`src/rtl/sars_pkg.sv`:
```
// shared types and constants for the serial adc read sequencer
package sars_pkg;

  // sequence phases, one per serial clock half period
  typedef enum logic [3:0] {
    PH_IDLE     = 4'd0,
    PH_START_LO = 4'd1,
    PH_START_HI = 4'd2,
    PH_SGL_LO   = 4'd3,
    PH_SGL_HI   = 4'd4,
    PH_ODD_LO   = 4'd5,
    PH_ODD_HI   = 4'd6,
    PH_REL_LO   = 4'd7,
    PH_MSB_HI   = 4'd8,
    PH_MSB_LO   = 4'd9,
    PH_LSB_HI   = 4'd10,
    PH_LSB_LO   = 4'd11
  } phase_t;

  // configuration register indexes
  typedef enum logic {
    CFG_HALF_PERIOD  = 1'b0,
    CFG_SINGLE_ENDED = 1'b1
  } cfg_idx_t;

  localparam logic [7:0] HALF_PERIOD_RST  = 8'd2;
  localparam logic       SINGLE_ENDED_RST = 1'b1;

  // input item
  typedef struct packed {
    logic start_req;
    logic channel;
    logic dout_level;
  } in_t;

  // result item
  typedef struct packed {
    logic       clk_level;
    logic       cs_n_level;
    logic       di_level;
    logic       di_drive_enable;
    logic       busy_res;
    logic       done_res;
    logic [7:0] sample;
    logic       mismatch;
  } out_t;

  // sequencer control state
  typedef struct packed {
    phase_t     phase;
    logic [7:0] tick_count;
    logic       clock_reg;
    logic       latched_channel;
    logic       latched_sgl;
  } ctrl_t;

endpackage

```
`src/rtl/serial_adc_read_sequencer.sv`:
```
// top level of the serial adc read sequencer
// Each input item is one system tick: the block advances the converter
// sequence by one tick and returns exactly one result item carrying the pin
// levels, busy, and on the final tick the done pulse with the sample. One
// item is taken per clock while in_stall is low; the tick's work is a single
// combinational step between the state registers and the result register, so
// the result is registered at the edge that takes the item. A result register
// plus one skid entry lets the input take one more item while the output is
// stalled; in_stall rises only when both hold an item. A conversion spans
// (2 * 3 + 1 + 2 * (2 * DATA_BITS)) half periods of half_period items each (zero
// counts as one), followed by one item that carries the done pulse. Configuration writes are always ready.
module serial_adc_read_sequencer #(
  parameter int DATA_BITS = 8
) (
  input  logic            clk,
  input  logic            rst_n,
  input  logic            in_valid,
  output logic            in_stall,
  input  sars_pkg::in_t   in_data,
  output logic            out_valid,
  input  logic            out_stall,
  output sars_pkg::out_t  out_data,
  input  logic            cfg_valid,
  output logic            cfg_ready,
  input  logic            cfg_index,
  input  logic [7:0]      cfg_data
);
  import sars_pkg::*;

  localparam int BW = $clog2(DATA_BITS);

  logic [7:0]           half_period_r;
  logic                 single_ended_r;
  ctrl_t                ctrl_r, ctrl_nxt;
  logic [DATA_BITS-1:0] msb_word_r, msb_word_nxt;
  logic [DATA_BITS-1:0] lsb_word_r, lsb_word_nxt;
  logic [BW-1:0]        bit_idx_r, bit_idx_nxt;
  out_t                 res;
  out_t                 out_r, skid_r;
  logic                 out_valid_r, skid_valid_r;
  logic                 in_acc;
  logic                 out_pop;

  assign cfg_ready = 1'b1;
  assign in_stall  = skid_valid_r;
  assign in_acc    = in_valid && !skid_valid_r;
  assign out_pop   = out_valid_r && !out_stall;
  assign out_valid = out_valid_r;
  assign out_data  = out_r;

  // configuration registers
  always_ff @(posedge clk) begin
    if (!rst_n) begin
      half_period_r  <= HALF_PERIOD_RST;
      single_ended_r <= SINGLE_ENDED_RST;
    end else if (cfg_valid) begin
      case (cfg_idx_t'(cfg_index))
        CFG_HALF_PERIOD:  half_period_r  <= cfg_data;
        CFG_SINGLE_ENDED: single_ended_r <= cfg_data[0];
        default: ;
      endcase
    end
  end

  // one tick of sequencing
  sars_step #(.DATA_BITS(DATA_BITS)) u_step (
    .ctrl         (ctrl_r),
    .msb_word     (msb_word_r),
    .lsb_word     (lsb_word_r),
    .bit_idx      (bit_idx_r),
    .half_period  (half_period_r),
    .single_ended (single_ended_r),
    .in_item      (in_data),
    .ctrl_nxt     (ctrl_nxt),
    .msb_word_nxt (msb_word_nxt),
    .lsb_word_nxt (lsb_word_nxt),
    .bit_idx_nxt  (bit_idx_nxt),
    .res          (res)
  );

  // sequencer state
  always_ff @(posedge clk) begin
    if (!rst_n) begin
      ctrl_r     <= '{phase: PH_IDLE, tick_count: 8'd0, clock_reg: 1'b0,
                      latched_channel: 1'b0, latched_sgl: 1'b0};
      msb_word_r <= '0;
      lsb_word_r <= '0;
      bit_idx_r  <= '0;
    end else if (in_acc) begin
      ctrl_r     <= ctrl_nxt;
      msb_word_r <= msb_word_nxt;
      lsb_word_r <= lsb_word_nxt;
      bit_idx_r  <= bit_idx_nxt;
    end
  end

  // result register with skid entry
  always_ff @(posedge clk) begin
    if (!rst_n) begin
      out_valid_r  <= 1'b0;
      skid_valid_r <= 1'b0;
    end else if (skid_valid_r) begin
      if (out_pop) begin
        out_valid_r  <= 1'b1;
        skid_valid_r <= 1'b0;
      end
    end else if (in_acc) begin
      if (out_valid_r && !out_pop) begin
        skid_valid_r <= 1'b1;
      end else begin
        out_valid_r <= 1'b1;
      end
    end else if (out_pop) begin
      out_valid_r <= 1'b0;
    end
  end

  // result payload
  always_ff @(posedge clk) begin
    if (skid_valid_r) begin
      if (out_pop) begin
        out_r <= skid_r;
      end
    end else if (in_acc) begin
      if (out_valid_r && !out_pop) begin
        skid_r <= res;
      end else begin
        out_r <= res;
      end
    end
  end

`ifndef SYNTHESIS
  // skid entry only fills behind a held result
  a_skid_behind_out: assert property (@(posedge clk) disable iff (!rst_n)
    skid_valid_r |-> out_valid_r)
    else $error("skid entry valid without result register");

  // mismatch only on the done tick, with a zero sample
  a_mismatch_done: assert property (@(posedge clk) disable iff (!rst_n)
    (out_valid_r && out_r.mismatch) |-> (out_r.done_res && out_r.sample == 8'd0))
    else $error("mismatch outside done tick or nonzero sample");

  // idle holds a cleared tick count
  a_idle_tick: assert property (@(posedge clk) disable iff (!rst_n)
    (ctrl_r.phase == PH_IDLE) |-> (ctrl_r.tick_count == 8'd0))
    else $error("tick count nonzero in idle");

  // bit index stays within the word
  a_bit_range: assert property (@(posedge clk) disable iff (!rst_n)
    (32'(bit_idx_r) < DATA_BITS))
    else $error("bit index out of range");
`endif

endmodule

```
`src/rtl/sars_step.sv`:
```
// one tick of the sequencer: next state and pin levels from current state and inputs
module sars_step #(
  parameter int DATA_BITS = 8
) (
  input  sars_pkg::ctrl_t                  ctrl,
  input  logic [DATA_BITS-1:0]             msb_word,
  input  logic [DATA_BITS-1:0]             lsb_word,
  input  logic [$clog2(DATA_BITS)-1:0]     bit_idx,
  input  logic [7:0]                       half_period,
  input  logic                             single_ended,
  input  sars_pkg::in_t                    in_item,
  output sars_pkg::ctrl_t                  ctrl_nxt,
  output logic [DATA_BITS-1:0]             msb_word_nxt,
  output logic [DATA_BITS-1:0]             lsb_word_nxt,
  output logic [$clog2(DATA_BITS)-1:0]     bit_idx_nxt,
  output sars_pkg::out_t                   res
);
  import sars_pkg::*;

  localparam int BW = $clog2(DATA_BITS);
  localparam logic [BW-1:0] LAST_BIT = BW'(DATA_BITS - 1);

  logic [7:0] h;
  logic       done;
  logic       same;

  // zero half period counts as one tick
  assign h = (half_period == 8'd0) ? 8'd1 : half_period;

  // state advance
  always_comb begin
    ctrl_nxt     = ctrl;
    msb_word_nxt = msb_word;
    lsb_word_nxt = lsb_word;
    bit_idx_nxt  = bit_idx;
    done         = 1'b0;
    if (ctrl.phase == PH_IDLE) begin
      if (in_item.start_req) begin
        ctrl_nxt.latched_channel = in_item.channel;
        ctrl_nxt.latched_sgl     = single_ended;
        msb_word_nxt             = '0;
        lsb_word_nxt             = '0;
        bit_idx_nxt              = '0;
        ctrl_nxt.tick_count      = 8'd1;
        ctrl_nxt.phase           = PH_START_LO;
      end
    end else if (ctrl.tick_count < h) begin
      ctrl_nxt.tick_count = ctrl.tick_count + 8'd1;
    end else begin
      ctrl_nxt.tick_count = 8'd1;
      case (ctrl.phase)
        PH_START_LO: ctrl_nxt.phase = PH_START_HI;
        PH_START_HI: ctrl_nxt.phase = PH_SGL_LO;
        PH_SGL_LO:   ctrl_nxt.phase = PH_SGL_HI;
        PH_SGL_HI:   ctrl_nxt.phase = PH_ODD_LO;
        PH_ODD_LO:   ctrl_nxt.phase = PH_ODD_HI;
        PH_ODD_HI:   ctrl_nxt.phase = PH_REL_LO;
        PH_REL_LO: begin
          ctrl_nxt.phase = PH_MSB_HI;
          bit_idx_nxt    = '0;
        end
        PH_MSB_HI:   ctrl_nxt.phase = PH_MSB_LO;
        PH_MSB_LO: begin
          msb_word_nxt = {msb_word[DATA_BITS-2:0], in_item.dout_level};
          if (bit_idx == LAST_BIT) begin
            // last msb-first bit is also the first lsb-first bit
            lsb_word_nxt   = {in_item.dout_level, lsb_word[DATA_BITS-1:1]};
            bit_idx_nxt    = '0;
            ctrl_nxt.phase = PH_LSB_HI;
          end else begin
            bit_idx_nxt    = bit_idx + BW'(1);
            ctrl_nxt.phase = PH_MSB_HI;
          end
        end
        PH_LSB_HI:   ctrl_nxt.phase = PH_LSB_LO;
        PH_LSB_LO: begin
          if (bit_idx == LAST_BIT) begin
            ctrl_nxt.phase      = PH_IDLE;
            ctrl_nxt.tick_count = 8'd0;
            ctrl_nxt.clock_reg  = 1'b1;
            done                = 1'b1;
          end else begin
            lsb_word_nxt   = {in_item.dout_level, lsb_word[DATA_BITS-1:1]};
            bit_idx_nxt    = bit_idx + BW'(1);
            ctrl_nxt.phase = PH_LSB_HI;
          end
        end
        default: ctrl_nxt.phase = PH_IDLE;
      endcase
    end

    // pin levels follow the new phase
    res.cs_n_level      = 1'b0;
    res.di_level        = 1'b1;
    res.di_drive_enable = 1'b0;
    res.busy_res        = 1'b1;
    case (ctrl_nxt.phase)
      PH_START_LO: begin
        res.clk_level = 1'b0; res.di_drive_enable = 1'b1;
      end
      PH_START_HI: begin
        res.clk_level = 1'b1; res.di_drive_enable = 1'b1;
      end
      PH_SGL_LO: begin
        res.clk_level = 1'b0; res.di_level = ctrl_nxt.latched_sgl;
        res.di_drive_enable = 1'b1;
      end
      PH_SGL_HI: begin
        res.clk_level = 1'b1; res.di_level = ctrl_nxt.latched_sgl;
        res.di_drive_enable = 1'b1;
      end
      PH_ODD_LO: begin
        res.clk_level = 1'b0; res.di_level = ctrl_nxt.latched_channel;
        res.di_drive_enable = 1'b1;
      end
      PH_ODD_HI: begin
        res.clk_level = 1'b1; res.di_level = ctrl_nxt.latched_channel;
        res.di_drive_enable = 1'b1;
      end
      PH_MSB_HI, PH_LSB_HI:            res.clk_level = 1'b1;
      PH_REL_LO, PH_MSB_LO, PH_LSB_LO: res.clk_level = 1'b0;
      default: begin
        res.clk_level  = ctrl_nxt.clock_reg;
        res.cs_n_level = 1'b1;
        res.busy_res   = 1'b0;
      end
    endcase
    ctrl_nxt.clock_reg = res.clk_level;

    // result fields on the done tick
    same           = (msb_word_nxt == lsb_word_nxt);
    res.done_res   = done;
    res.sample     = (done && same) ? msb_word_nxt[7:0] : 8'd0;
    res.mismatch   = done && !same;
  end

endmodule
```
`config.mk`:
```
export PLATFORM = sky130hd
export DESIGN_NAME = serial_adc_read_sequencer
export DESIGN_NICKNAME = d
export VERILOG_FILES = /design/src/rtl/sars_pkg.sv /design/src/rtl/serial_adc_read_sequencer.sv /design/src/rtl/sars_step.sv
export SDC_FILE = /design/constraint.sdc
export NUM_CORES = 1
export LEC_CHECK = 0
export BUFFER_PORTS_ARGS = -buffer_cell sky130_fd_sc_hd__buf_4
export CORE_MARGIN = 5
export CORE_UTILIZATION = 60
export DETAILED_ROUTE_END_ITERATION = 7
export PLACE_DENSITY = 0.92
export SLEW_MARGIN = 5
export SYNTH_ARGS = -nofsm -noshare
export SYNTH_HDL_FRONTEND = slang
export SYNTH_SLANG_ARGS = --single-unit
```
`constraint.sdc`:
```
create_clock -name clk -period 3.7 [get_ports clk]
set_input_delay 0.555 -clock clk [delete_from_list [all_inputs] [get_ports clk]]
set_output_delay 0.555 -clock clk [all_outputs]
set_load 0.01 [all_outputs]
```
==> flow_summary.toml, run 1 <==
[run_status]
status = "finished, final reports clean"

[timing]
setup_violations = 0
drv_slew = 0
fin_tns_setup_ns = 0
fin_skew_ns = 0.0121
hold_violations = 0
rsz0062_at_grt = "no"
slew_headroom_pct = 41.2
worst_pin_slew_ns = 0.882
fmax_mhz = 301
period_needed_ns = 3.32
fin_crit_sh_pct = 89.8

[synth]
synthXorXnorAreaFrac_pct = 1.85
ys_seq_elements = 75
ys_warn_count = 0
synthMuxAreaShare_pct = 3.94
synth-compound-area-share_pct = 19.5
seq_area_frac_synth_pct = 42.4
yosysUniqueCellTypes = 58
synthCells = 475
syn-num-nets = 502
syn_area_sq_um = 4250
async_reset_ff_share_pct = 0
synth_fa_ha_area_share_pct = 2.94
synth_ff_type = "dfxtp_1"
synth_simple_gate_area_share_pct = 24.1
avgSynthCellArea_sq_um = 8.95
synth_edf_count = 30
synth_top_family_by_area = "simple AND/OR/NAND/NOR gates"

[setup_path]
arrival_ns = 3.50
startpoint_type = "flip-flop"
slowest_delay_ns = 0.50
critPathBufInv = 2
critPathKind = "flip-flop to flip-flop"
critPathRequiredTime_ns = 3.88
crit_path_end_kind = "flip-flop"
cp_top_family = "compound AO/OA/AOI/OAI gates"
cp_slowest_cell = "mux2i_1"
crit_path_max_fanout = 18
path_cells = "inv_1, ha_1, a211oi_1, o21bai_1, buf_4, o21ai_4, mux2i_1, xor2_1, nor4_4, nand4_4, o31ai_1"

[power]
irDropWorstVdd_v = 0.000224
p_per_area_nw_per_um2 = 402
power_w = 0.00192
p_leak_nw = 1.87

[cells_and_area]
fin_nets = 529
syn2layout_area_growth_pct = 12.5
fin_area_sq_um = 4780
drive_gt1_share_pct = 16.8
num_antenna_cells = 0
n_fill_cell = 498

[clocking]
hold_buffers = 0
clock_path_buffers = 2
numCtsBuffers = 9
clock-root-buffer = "clkbuf_8"
clock_latency_ns = 0.36
clock-sinks = 75
cts_tree = "done"
path_clk_slew_ns = 0.08
cts_resized = 0
cts_setup_buffers = 0
htreeDepth = 3

[global_routing]
grt_overflow = 0
grt_pass1_vias = 3559
antenna_found_initial = 0
grt_max_degree = 46
gr-usage-all-layers_pct = 22.9
grt_pass1_wl_microns = 16300

[routing]
drc = 0
wl_per_cell_microns = 16.0
routed_via_density = 6.14
drtIter0Drc = 379
wl_microns = 9620
drt_pass1_iterations = 5
drtAntennaViolNets = 0
vias = 3703

[placed_design]
gp_congestion = 0.846
io_buffers = 33
place_area_sq_um = 4580
dp.final_hpwl_microns = 6560

[floorplanning]
core.rowCount = 30
initial_core_util_pct = 62.2
die_x_microns = 94.2
core-area_sq_um = 6830
io_pins = 35
die_h_microns = 94.2
die-area_sq_um = 8870

[run]
cap_violations = 0

[min_path]
hold_class = "primary input to flip-flop"
## flip-flops by register name, summed over array words and instances, names as in the netlist
register and count:
skid_r 15, out_data 15, ctrl_r 15, lsb_word_r 8, out_valid 1, bit_idx_r 3
in_stall 1, half_period_r 8, single_ended_r 1, msb_word_r 8
## metrics by stage
step	util, %	std cells	worst slack, ns	hold slack, ns
CTS	70.0	603	0.393	0.429
detailed placement	67.1	587	0.414	0.474
floorplan	-	475	0.644	0.443
global route	70.0	603	0.130	0.445
global placement	67.1	587	0.547	0.457
finish	70.0	603	0.377	0.428
## cells in the mapped netlist (all sizes together), types with 11 or more instances
library cell / instances / area (sq um)
and3: 11 / 68.8
nand3: 17 / 85.1
a21oi: 14 / 70.1
nor2: 27 / 109
edfxtp: 30 / 901
o21ai: 23 / 130
nor3: 17 / 120
nor2b: 18 / 113
clkbuf: 21 / 78.8
a31oi: 13 / 81.3
inv: 25 / 93.8
a21boi: 14 / 105
nand2: 73 / 274
dfxtp: 45 / 901
## kinds of logic (layout without fill, tap and decap cells)
logic type / Yosys count / after routing
AO/OA/AOI/OAI: 116 / 116
XOR/XNOR: 9 / 9
adder cells (fa/ha/maj): 10 / 10
buffers and inverters: 54 / 86
flip-flops: 75 / 75
multiplexers: 16 / 16
other: 1 / 1
AND/OR/NAND/NOR: 194 / 194
## final timing paths
check	start	end	slack [ns]	cells after the start
worst max register to register	half_period_r[5]	out_data[4]	0.38	11
worst min register to register	half_period_r[5]	half_period_r[5]	0.49	2
worst max-delay path	half_period_r[5]	out_data[4]	0.38	11
worst min-delay path	cfg_data[1]	half_period_r[1]	0.43	3
## placed cells by master (no fill, tap or decap), types with 11 or more instances in the layout
cell      Yosys  routed
nand2_1      73      73
inv_1        25      25
nor2_1       26      26
o21ai_0      21      21
a21oi_1      14      14
nand3_1      17      17
dfxtp_1      45      45
and3_1       11      11
buf_4         1      45
nor2b_1      18      18
a21boi_0     14      14
a31oi_1      13      13
edfxtp_1     30      30
## routing by layer
layer	up-vias	wire [microns]	track usage (%)
li1	1761	-	-
met1	1709	3900	28.5
met2	205	4660	37.8
met3	28	839	5.69
met4	0	225	9.15
met5	-	0	0
## worst reg2reg max path, delay by kind of cell (launching register included)
kind | cells | cell delay, ns
AO/OA/AOI/OAI | 4 | 0.90
XOR/XNOR | 1 | 0.19
adder cells (fa/ha/maj) | 1 | 0.30
buffers and inverters | 2 | 0.25
flip-flops | 1 | 0.36
multiplexers | 1 | 0.50
AND/OR/NAND/NOR | 2 | 0.65
## area by class of cell
type / count / area (sq um) / area share, %
multi-input cells: 346 / 2230 / 46.6
clock inverters: 7 / 76.3 / 1.60
flip-flops and latches: 75 / 1800 / 37.7
inverters: 25 / 93.8 / 1.96
well taps: 96 / 120 / 2.51
clock buffers: 9 / 124 / 2.59
repair buffers: 45 / 338 / 7.06
## power breakdown
part           internal [W]  leakage [nW]  switching [W]
clock              0.000314        0.0958       0.000324
sequential         0.000905         0.665      0.0000354
combinational      0.000138          1.11       0.000207
total               0.00136          1.87       0.000567
Note: power is estimated with default switching activity, not from simulation.
==> inputs of run 2 (changes only) <==
Settings changed: REMOVE_ABC_BUFFERS from default to 1.
==> run 2 against run 1 <==
  * Sequential power down 1%
  * Worst setup slack worse by 0.11 ns
  * First-iteration DRC count up 11%
  * Non-clock buffer count unchanged
  * Clock skew down 0.0059 ns
  * Cell count unchanged
  * Critical path depth unchanged
  * Critical path type unchanged
  * Largest power group unchanged
  * Highest routed layer unchanged
==> flow_summary.toml, run 2 (same netlist as run 1, synthesis figures left out) <==
[timing]
fin_tns_setup_ns = 0
setup_violations = 0
fin_crit_sh_pct = 92.8
rsz0062_at_grt = "no"
layout_setup_ws_ns = 0.268
fin_skew_ns = 0.00625
fmax_mhz = 291
drv_slew = 0
slew_headroom_pct = 36.1
worst_pin_slew_ns = 0.959
hold_violations = 0
period_needed_ns = 3.43

[clocking]
clock-sinks = 75
cts_tree = "done"
path_clk_slew_ns = 0.07
clock-root-buffer = "clkbuf_8"
htreeDepth = 3
cts_setup_buffers = 0
clock_latency_ns = 0.36
clock_path_buffers = 2
hold_buffers = 0
numCtsBuffers = 9
cts_resized = 0

[power]
power.share.clock_pct = 32.2
swShare_pct = 28.8
irDropWorstVdd_v = 0.000251
p_per_area_nw_per_um2 = 398
p_leak_nw = 1.87
p_switching_w = 0.000546
power_frac_seq_pct = 49.1
internal-power_w = 0.00135
p_comb_share_pct = 18.7

[setup_path]
crit_path_end_kind = "flip-flop"
arrival_ns = 3.60
startpoint_type = "flip-flop"
critPathKind = "flip-flop to flip-flop"
crit_path_max_fanout = 18
critPathRequiredTime_ns = 3.87

[floorplanning]
core-area_sq_um = 6830
core.rowCount = 30
die-area_sq_um = 8870
io_pins = 35
initial_core_util_pct = 62.2
die_h_microns = 94.2
die_x_microns = 94.2

[routing]
routed_via_density = 6.21
drtAntennaViolNets = 0
wl_per_cell_microns = 16.1
wl_microns = 9680
vias = 3746
drc = 0
drt_pass1_iterations = 5
drtIter0Drc = 419

[global_routing]
grt_pass1_wl_microns = 16300
gr-usage-all-layers_pct = 22.9
grt_max_degree = 46
grt_pass1_vias = 3515
antenna_found_initial = 0
grt_overflow = 0

[placed_design]
io_buffers = 33
dp.final_hpwl_microns = 6660
gp_congestion = 0.849
dp_slack_ns = 0.337

[cells_and_area]
num_antenna_cells = 0
mostFrequentLayoutCells = "73 x nand2_1, 45 x dfxtp_1, 45 x buf_4"
syn2layout_area_growth_pct = 12.1
final_common_cell = "nand2_1"
fin_nets = 529
drive_gt1_share_pct = 16.4

[run_status]
status = "finished, final reports clean"

[min_path]
hold_class = "primary input to flip-flop"

[run]
cap_violations = 0
## run 2: power by group through the flow
| stage | combinational [W] | clock [W] | sequential, W |
|---|---|---|---|
| floorplan | 0.000215 | 0 | 0.000960 |
| global placement | 0.000335 | 0 | 0.000948 |
| detailed placement | 0.000348 | 0 | 0.000950 |
| CTS | 0.000350 | 0.000611 | 0.000932 |
| global route | 0.000387 | 0.000652 | 0.000936 |
| finish | 0.000355 | 0.000610 | 0.000932 |
## run 2: area by class of cell
type | instances | area (sq um)
flip-flops and latches | 75 | 1800
well taps | 96 | 120
clock buffers | 10 | 128
clock inverters | 6 | 56.3
fillers | 520 | 2070
repair buffers | 45 | 338
multi-input cells | 346 | 2230
inverters | 25 | 93.8
## run 2: final timing paths
path,startpoint,to,slack (ns),depth (start not counted)
max reg2reg,bit_idx_r[0],out_data[3],0.27,11
min,cfg_data[1],half_period_r[1],0.43,3
min reg2reg,half_period_r[5],half_period_r[5],0.49,2
max,bit_idx_r[0],out_data[3],0.27,11
## run 2: metrics by stage
step           util, %  area, sq um  hold WS (ns)  std cells  total power (W)
4_1_cts           69.8         4770         0.420        603          0.00189
3_5_place_dp      67.1         4580         0.475        587          0.00130
3_3_place_gp      67.1         4580         0.458        587          0.00128
6_report          69.8         4770         0.427        603          0.00190
2_1_floorplan        -         4120         0.443        446          0.00118
5_1_grt           69.8         4770         0.430        603          0.00198
## run 2: critical path, stage by stage (launching register included)
cell	delay (ns)
dfxtp_1	0.33
ha_1	0.21
ha_1	0.27
nor2b_1	0.21
a21oi_1	0.63
nand3_1	0.15
a2bb2oi_1	0.17
a31oi_1	0.07
xor2_1	0.18
nor4_4	0.35
nand4_4	0.32
o31ai_1	0.35
## run 2: layer usage
metal | share of wire [%] | vias to the layer above | global-route usage [%]
met2 | 49 | 179 | 38.7
met3 | 6.5 | 32 | 6.01
met1 | 43 | 1773 | 28.2
met4 | 2.2 | 0 | 8.30
li1 | - | 1762 | -
met5 | 0 | - | 0
==> inputs of run 3 (changes only) <==
Settings changed: GPL_TIMING_DRIVEN from default to 0, SYNTH_HIERARCHICAL from default to 1.
==> run 3 against run 2 <==
  * Largest power group unchanged
  * Power is 7.0% lower
  * Flip-flop and latch count unchanged
  * Critical path depth stayed put
  * Sequential power is 2% lower
  * Critical path type unchanged
  * Clock skew grew 0.019 ns
  * Sequential share of layout area shrank 2.5 points
  * Clock power rose by 2%
  * The run now ends with setup timing left
  * Design area rose by 7.1%
==> flow_summary.toml, run 3 <==
[floorplanning]
io_pins = 35
die_x_microns = 96.3
core-area_sq_um = 7250
initial_core_util_pct = 61.6
die-area_sq_um = 9270
die_h_microns = 96.3
core.rowCount = 31

[routing]
vias = 3821
drtIter0Drc = 628
wl_microns = 11000
drc = 0
routed_via_density = 6.18
wl_per_cell_microns = 17.8
drtAntennaViolNets = 0
drt_pass1_iterations = 6

[run]
cap_violations = 0

[clocking]
clock_path_buffers = 2
hold_buffers = 0
clock_latency_ns = 0.38
path_clk_slew_ns = 0.09
htreeDepth = 3
clock-sinks = 75
cts_tree = "done"
numCtsBuffers = 9
clock-root-buffer = "clkbuf_8"

[timing]
setup_violations = 3
layout_setup_ws_ns = -0.111
fmax_mhz = 262
fin_skew_ns = 0.0250
period_needed_ns = 3.81
hold_violations = 0
rsz0062_at_grt = "yes"
worst_pin_slew_ns = 1.33
slew_headroom_pct = 10.8
fin_crit_sh_pct = 103
drv_slew = 0

[synth]
ys_top_cells_by_area = "dfxtp_1 20%, edfxtp_1 20%, mux2i_1 11%"
yosysMostFrequentCell = "nand2_1"
syn_area_sq_um = 4470
synthCells = 483
ys_warn_count = 6
yosys.area.top_type = "dfxtp_1"
synth_commonest_cells = "111 x nand2_1, 50 x mux2i_1, 45 x dfxtp_1"
yosysUniqueCellTypes = 58
synth_ff_type = "dfxtp_1"
async_reset_ff_share_pct = 0
avgSynthCellArea_sq_um = 9.25
seq_area_frac_synth_pct = 40.3
ys_seq_elements = 75
synth_edf_count = 30
netlist.area_leader.share_pct = 20.2

[global_routing]
grt_overflow = 0
grt_pass1_wl_microns = 15400
gr-usage-all-layers_pct = 21.5
grt_max_degree = 85
grt_pass1_vias = 3306
antenna_found_initial = 0

[run_status]
status = "finished, violations left"
violations = "setup timing"

[setup_path]
arrival_ns = 3.94
crit_start = "ctrl_r[4]"
path_cells = "ha_4, inv_2, a221o_1, a221o_2, a211oi_4, buf_12, mux2_4, xor2_1, or4b_4, o31a_1, mux2_4"
crit_path_end_kind = "flip-flop"
cp_num_cells = 11
reg2regPathDepth = 11
r2r-start = "ctrl_r[4]"
critPathRequiredTime_ns = 3.83
startpoint_type = "flip-flop"
cp-endpoint = "out_data[0]"
critPathKind = "flip-flop to flip-flop"
slowest_delay_ns = 0.62
r2r_slack_ns = -0.11
critPathBufInv = 2
crit_path_max_fanout = 8
regToRegEndpoint = "out_data[0]"
cp_top_family = "compound AO/OA/AOI/OAI gates"
cpMostUsedCell = "mux2_4"
cp_slowest_cell = "or4b_4"

[power]
irDropWorstVdd_v = 0.000223
p_per_area_nw_per_um2 = 346
p_leak_nw = 2.05
power_w = 0.00176

[cells_and_area]
fin_util_pct = 70.4
multi_input_area_sq_um = 2450
final-seq-area_sq_um = 1800
fin_nets = 546
syn2layout_area_growth_pct = 14.2
n_fill_cell = 497
mostFrequentLayoutCells = "111 x nand2_1, 47 x buf_4, 45 x mux2i_1"
final_common_cell = "nand2_1"
num_antenna_cells = 0
drive_gt1_share_pct = 23.1
fin_area_sq_um = 5100

[placed_design]
io_buffers = 33
place_area_sq_um = 4620
dp.final_hpwl_microns = 6260
dp_slack_ns = -0.548
gp_congestion = 0.826

[min_path]
hold_class = "primary input to flip-flop"
[run 3: changes by cell type after synthesis, moves of 9 or more]
| cell | delta |
|---|---|
| a31oi_1 | -13 |
| mux2i_1 | +40 |
| nor2b_1 | -13 |
| nand3_1 | -11 |
| clkbuf_1 | -10 |
| inv_1 | +13 |
| a21boi_0 | -13 |
| nand2_1 | +38 |
| nor2_1 | -9 |
| mux2_2 | +12 |
[run 3: worst min-delay path by stage]
stage | slack (ns) | depth (start not counted) | from | to
3_5_place_dp | 0.45 | 2 | msb_word_r[1] | msb_word_r[1]
3_3_place_gp | 0.44 | 2 | ctrl_r[0] | ctrl_r[0]
2_1_floorplan | 0.43 | 2 | ctrl_r[0] | ctrl_r[0]
6_report | 0.43 | 2 | cfg_data[0] | single_ended_r
5_1_grt | 0.43 | 2 | cfg_data[0] | single_ended_r
4_1_cts | 0.43 | 2 | cfg_data[0] | single_ended_r
[run 3: routing by layer]
metal  wire length (microns)  part of all wire [%]  up-vias  global-route usage (%)
met5                       0                     0        -                       0
met4                     586                   5.3        0                    9.93
met3                     836                   7.6       69                    2.66
met2                    5340                    49      245                    36.2
met1                    4220                    38     1773                    27.4
li1                        -                     -     1734                       -
[run 3: kinds of logic (layout without fill, tap and decap cells)]
kind of cell / after synthesis / in the layout / share of synthesized area, %
simple gates: 171 / 171 / 17.2
mux: 75 / 75 / 18.1
flops: 75 / 75 / 40.3
compound gates: 71 / 71 / 10.8
buf+inv: 69 / 105 / 8.15
fa+ha+maj: 15 / 15 / 4.20
xor+xnor: 6 / 6 / 1.18
other cells: 1 / 1 / 0.0839
[run 3: final cells by class]
cell class	instances	share of cell area (%)
flip-flops and latches	75	35.3
well taps	99	2.43
clock buffers	9	2.43
multi-input cells	339	47.9
clock inverters	7	1.27
repair buffers	50	7.75
inverters	39	2.87
[run 3: through the flow]
stage	hold WS, ns	setup TNS (ns)	std cells
floorplan	0.431	-0.178	453
global placement	0.440	-4.15	585
detailed placement	0.448	-5.83	585
CTS	0.426	0	608
global route	0.430	-1.06	618
finish	0.432	-0.255	618
[run 3: power by group]
part,switching [W],leakage [nW],internal [W]
Clock,0.000364,0.0943,0.000260
Sequential,0.0000236,0.629,0.000893
Combinational,0.000127,1.32,0.0000973
Total,0.000515,2.05,0.00125
[run 3: worst register-to-register path, stage by stage, from the launching register on]
cell and delay (ns):
dfxtp_1 0.38, ha_4 0.29, inv_2 0.02, a221o_1 0.28
a221o_2 0.39, a211oi_4 0.30, buf_12 0.16, mux2_4 0.33
xor2_1 0.16, or4b_4 0.62, o31a_1 0.36, mux2_4 0.29
[run 3: timing repair]
action                                 CTS  global route
gates cloned                             0             0
endpoints found under the hold margin    0             0
pin swaps                                5             8
setup buffers                            7            10
setup endpoints to repair               18            12
resized for setup                       11            20
